===== src/design/clmf_pkg.sv =====
// ----------------------------------------------------------------------------
// Cluster local maximum finder package
// Shared constants, command and hit types, and the back end state encoding.
// ----------------------------------------------------------------------------
`timescale 1ns / 1ps

package clmf_pkg;

  localparam int unsigned DetectorsDef     = 4096;
  localparam int unsigned NeighboursMaxDef = 8;
  localparam int unsigned ClusterMaxDef    = 64;

  localparam int unsigned IdW     = 12;
  localparam int unsigned SlotW   = 3;
  localparam int unsigned IdxW    = 16;
  localparam int unsigned EnergyW = 24;
  localparam int unsigned NbW     = IdW + 1;

  typedef enum logic [1:0] {
    OP_NOP,
    OP_TBL,
    OP_HIT
  } op_e;

  typedef struct packed {
    op_e                op;
    logic [IdW-1:0]     det;
    logic [SlotW-1:0]   slot;
    logic [IdW-1:0]     nid;
    logic               nvalid;
    logic [IdxW-1:0]    idx;
    logic [EnergyW-1:0] energy;
    logic               cend;
  } cmd_t;

  typedef struct packed {
    logic valid;
    cmd_t cmd;
  } cmd_chan_t;

  typedef struct packed {
    logic [IdxW-1:0]    idx;
    logic [IdW-1:0]     det;
    logic [EnergyW-1:0] energy;
  } hit_t;

  typedef enum logic [2:0] {
    ST_CLEAR,
    ST_IDLE,
    ST_LOAD,
    ST_LWAIT,
    ST_NB,
    ST_SCAN,
    ST_DRAIN,
    ST_EMIT
  } state_e;

endpackage


===== src/design/clmf_front.sv =====
// ----------------------------------------------------------------------------
// Front end
// Accepts input beats, classifies them into commands and queues them.
// ----------------------------------------------------------------------------
`timescale 1ns / 1ps

module clmf_front #(
  parameter int unsigned Detectors     = clmf_pkg::DetectorsDef,
  parameter int unsigned NeighboursMax = clmf_pkg::NeighboursMaxDef
) (
  input  logic                         clk_i,
  input  logic                         rst_ni,
  input  logic                         in_valid_i,
  output logic                         in_stall_o,
  input  logic                         kind_i,
  input  logic [clmf_pkg::IdW-1:0]     detector_id_i,
  input  logic [clmf_pkg::SlotW-1:0]   neighbour_slot_i,
  input  logic [clmf_pkg::IdW-1:0]     neighbour_id_i,
  input  logic                         neighbour_valid_i,
  input  logic [clmf_pkg::IdxW-1:0]    hit_index_i,
  input  logic [clmf_pkg::EnergyW-1:0] energy_i,
  input  logic                         cluster_end_i,
  input  logic                         clearing_i,
  output clmf_pkg::cmd_chan_t          cmd_o,
  input  logic                         pop_i
);

  import clmf_pkg::*;

  cmd_t       fifo_q [2];
  logic       wr_ptr_q, wr_ptr_d, rd_ptr_q, rd_ptr_d;
  logic [1:0] cnt_q, cnt_d;
  logic       push;
  cmd_t       cmd_new;

  always_comb begin
    cmd_new.det    = detector_id_i;
    cmd_new.slot   = neighbour_slot_i;
    cmd_new.nid    = neighbour_id_i;
    cmd_new.nvalid = neighbour_valid_i;
    cmd_new.idx    = hit_index_i;
    cmd_new.energy = energy_i;
    cmd_new.cend   = cluster_end_i;
    if (kind_i) begin
      cmd_new.op = OP_HIT;
    end else if ((32'(detector_id_i) < Detectors) && (32'(neighbour_slot_i) < NeighboursMax)) begin
      cmd_new.op = OP_TBL;
    end else begin
      cmd_new.op = OP_NOP;
    end
  end

  assign in_stall_o = (cnt_q == 2'd2) || clearing_i;
  assign push       = in_valid_i && !in_stall_o;

  always_comb begin
    wr_ptr_d = wr_ptr_q;
    rd_ptr_d = rd_ptr_q;
    cnt_d    = cnt_q;
    if (push) begin
      wr_ptr_d = !wr_ptr_q;
    end
    if (pop_i) begin
      rd_ptr_d = !rd_ptr_q;
    end
    if (push && !pop_i) begin
      cnt_d = cnt_q + 2'd1;
    end else if (!push && pop_i) begin
      cnt_d = cnt_q - 2'd1;
    end
  end

  always_ff @(posedge clk_i or negedge rst_ni) begin
    if (!rst_ni) begin
      wr_ptr_q <= 1'b0;
      rd_ptr_q <= 1'b0;
      cnt_q    <= 2'd0;
    end else begin
      wr_ptr_q <= wr_ptr_d;
      rd_ptr_q <= rd_ptr_d;
      cnt_q    <= cnt_d;
    end
  end

  always_ff @(posedge clk_i) begin
    if (push) begin
      fifo_q[wr_ptr_q] <= cmd_new;
    end
  end

  assign cmd_o.valid = (cnt_q != 2'd0);
  assign cmd_o.cmd   = fifo_q[rd_ptr_q];

endmodule


===== config.mk =====
export PLATFORM = sky130hd
export DESIGN_NAME = clmf_front
export DESIGN_NICKNAME = d
export VERILOG_FILES = /design/src/design/clmf_pkg.sv /design/src/design/clmf_front.sv
export SDC_FILE = /design/constraint.sdc
export NUM_CORES = 1
export LEC_CHECK = 0
export CORE_MARGIN = 2
export CORE_UTILIZATION = 60
export DETAILED_ROUTE_END_ITERATION = 12
export DONT_BUFFER_PORTS = 1
export GPL_TIMING_DRIVEN = 0
export MAX_ROUTING_LAYER = met4
export PLACE_DENSITY = 0.87
export SETUP_SLACK_MARGIN = 0.5
export SLEW_MARGIN = 25
export SYNTH_ARGS = -nofsm -noshare
export SYNTH_HDL_FRONTEND = slang
export SYNTH_SLANG_ARGS = --single-unit

===== constraint.sdc =====
create_clock -name clk_i -period 9.6 [get_ports clk_i]
set_input_delay 0.48 -clock clk_i [delete_from_list [all_inputs] [get_ports clk_i]]
set_output_delay 0.48 -clock clk_i [all_outputs]
set_load 0.005 [all_outputs]

==> impl_metrics.csv <==
group,metric,value,unit
setup_path,regToRegEndpoint,"fifo_q[1][41]$_DFFE_PP_",
setup_path,worst_r2r_path_depth,5,
setup_path,regToRegStartpoint,"cnt_q[0]$_DFFE_PN0P_",
route,drc,0,
logic_synthesis,synth_cells,241,
finish,fillers,549,
cts,clock_tree_root,"sky130_fd_sc_hd__clkbuf_8",
die,die_area,10260,sq um
setup_path,cp-start-kind,"flip-flop",
route,drt_first_pass_iters,4,
global_routing,grt_util_all_layers,17.86,%
logic_synthesis,ys_top_cells_by_area,"sky130_fd_sc_hd__edfxtp_1 (75%), sky130_fd_sc_hd__mux2_4 (18%), sky130_fd_sc_hd__buf_12 (2.5%)",
finish,share_of_layout_cells_above_drive_strength_1,42.45,%
finish,finalNonFillerCells,389,
cts,clock-sinks,146,
sta,number_of_hold_slack_violations_in_the_final_timing_report,0,
placement,postPlaceCellArea,5926,sq um
logic_synthesis,seq_area_frac_synth,76.81,%
sta,final_count_of_negative_setup_slack_endpoints,0,
die,die_y,101.3,um
placement,placedCellCount,356,
route,route.detailed.vias_per_inst,5.627,
cts,cts_inserted_buffers,17,
cts,ctsLongestPathBuffers,2,
logic_synthesis,ys.flop_type,"sky130_fd_sc_hd__edfxtp_1",
placement,number_of_buffers_inserted_by_port_buffering,0,
route,drtIter0Drc,121,
logic_synthesis,async_flop_share,2.740,%
die,core-area,9196,sq um
logic_synthesis,synthDominantCellAreaShare,75.05,%
global_routing,first_pass_grt_wire_length,12700,um
cts,ctsResizeCount,0,
cts,clkSlewWorstSetupHoldPaths,0.06,ns
setup_path,type_of_destination_of_the_critical_path,"output port",
logic_synthesis,synthesis.nets,317,
placement,post-dp-hpwl,5854,um
route,ant_nets,0,
logic_synthesis,number_of_flip_flops_and_latches_in_the_synthesized_netlist,146,
route,postRouteWirelength,8616,um
finish,finalCoreUtilization,70.84,%
global_routing,grt_max_degree,41,
setup_path,worst-r2r-setup-slack,7.65,ns
setup_path,timing.critical_path.to,"cmd_o[12]",
setup_path,worst_ep_required_time,9.12,ns
setup_path,critical_path_class,"reg2out",
logic_synthesis,yosys-top-cells-count,"sky130_fd_sc_hd__edfxtp_1 (142), sky130_fd_sc_hd__mux2_4 (69), sky130_fd_sc_hd__buf_12 (7)",
placement,gpl.final_weighted_congestion,0.7117,
pwr,leakage,2.384,nW
finish,layout-area-overhead-vs-synth,14.67,%
die,io_pins,148,
die,core.rowCount,35,
sta,fin_skew,0.01333,ns
status,outcome,"complete, no violations",
finish,n_antenna_cell,0,
finish,post-route-cell-area,6515,sq um
logic_synthesis,yosysTopAreaCell,"sky130_fd_sc_hd__edfxtp_1",
logic_synthesis,synth_area,5682,sq um
sta,rsz0062_at_grt,"false",
sta,finalCritPeriodShare,21.33,%
logic_synthesis,yosysUniqueCellTypes,15,
logic_synthesis,syn-mean-instance-area,23.58,sq um
pwr,power_density,296.9,nW/um^2
logic_synthesis,synth_edf_count,142,
pwr,finalPower,0.001935,W
cts,clock_tree.htree_level_count,4,
sta,setup-tns-final,0,ns
die,die_width,101.3,um
global_routing,globalRouteOverflowTotal,0,
sta,slew_violations,0,
setup_path,startpoint_of_the_worst_setup_timing_path,"rd_ptr_q$_DFFE_PN0P_",
sta,achievable-frequency,488.3,MHz
global_routing,antenna_found_initial,0,
cts,insertion_delay,0.51,ns
logic_synthesis,synthMostInstantiatedCell,"sky130_fd_sc_hd__edfxtp_1",
run,max_cap_violations,0,
sta,tightest_slew,0.4488,ns
pwr,power.ir.vdd_worst,0.0001613,V
route,drt_wl_cell,22.15,um
route,routed-via-count,2189,
sta,layout_min_cycle_time,2.048,ns
logic_synthesis,yosysWarnings,0,
die,start_util,61.78,%
cts,tritoncts_clock_tree,"built",
worst_hold_path,hold_path_class,"in2reg",
setup_path,worstPathArrival,1.57,ns
setup_path,crit_fanout,10,
global_routing,via_count_of_the_first_global_routing_pass,2430,
finish,finish.net_count,341,
sta,slew-limit-headroom,70.08,%
critical path, stage by stage (launching register included):
cell and delay, ns:
sky130_fd_sc_hd__dfrtp_1 0.34, sky130_fd_sc_hd__buf_6 0.22, sky130_fd_sc_hd__buf_12 0.18, sky130_fd_sc_hd__mux2_4 0.31
repair_timing:
item,4_1_cts,5_1_grt
hold buffers,1,0
setup buffers,0,0
hold endpoints to repair,4,0
endpoints found under the setup margin,0,0
layout by cell type, fill, tap and decap left out, drive strengths merged:
master / Yosys / routed
or2: 1 / 1
xnor2: 2 / 2
edfxtp: 142 / 142
dfrtp: 4 / 4
ha: 1 / 1
buf: 8 / 12
and2: 1 / 1
clkinv: 0 / 4
xor2: 3 / 3
bufinv: 0 / 1
nand3b: 1 / 1
clkbuf: 0 / 17
inv: 3 / 12
clkinvlp: 0 / 1
nor2: 2 / 2
nand2b: 2 / 2
mux2: 71 / 71
dlygate4sd3: 0 / 1
flip-flops by register name, indices dropped and copies added (netlist names):
| register | cells |
|---|---|
| wr_ptr_q | 1 |
| cnt_q | 2 |
| fifo_q | 142 |
| rd_ptr_q | 1 |
worst min-delay path by stage:
stage,end,cells past startpoint,from
after detailed placement,cnt_q[0]$_DFFE_PN0P_,0,rst_ni
after CTS,rd_ptr_q$_DFFE_PN0P_,1,pop_i
after floorplan,cnt_q[0]$_DFFE_PN0P_,0,rst_ni
after global placement,cnt_q[1]$_DFFE_PN0P_,0,rst_ni
final,rd_ptr_q$_DFFE_PN0P_,1,pop_i
after global routing,rd_ptr_q$_DFFE_PN0P_,1,pop_i
power breakdown:
part	total, W	switching (W)	internal [W]	leakage, nW
logic	0.000486	0.000211	0.000275	0.756
clock network	0.000629	0.000272	0.000357	0.285
registers	0.000819	0.0000253	0.000794	1.34
metrics by stage:
stage               hold slack [ns]  setup WS, ns
floorplan                    0.1844         5.437
CTS                         0.02771         7.512
finish                      0.04737         7.552
detailed placement           0.1845         7.646
global placement             0.1845         4.048
global route                0.02214         7.489
cell families after synthesis:
family        count (synthesis)  share of synthesized area, %
simple gates                  7                        0.7049
fa+ha+maj                     1                        0.2202
buf+inv                      11                         2.863
xor+xnor                      5                        0.7709
mux                          71                         18.63
flops                       146                         76.81
layer usage:
layer  track usage, %  up-vias  share of wire, %
met5                -        -                 0
met4            7.277        0               1.1
met3            8.075        6               8.2
met2            29.90       87                55
met1            18.20     1098                36
li1                 -      998                 -
area by class of cell:
type                            count  area [sq um]  share of cell area, %
Multi-Input combinational cell     84          1165                  17.88
Timing Repair Buffer                5         105.1                  1.613
Clock buffer                       17         414.1                  6.357
Clock inverter                     15         165.2                  2.535
Tap cell                          111         138.9                  2.132
Sequential cell                   146          4364                  66.99
Buffer                              8         151.4                  2.324
Inverter                            3         11.26                 0.1728
Note: power is estimated with default switching activity, not from simulation.
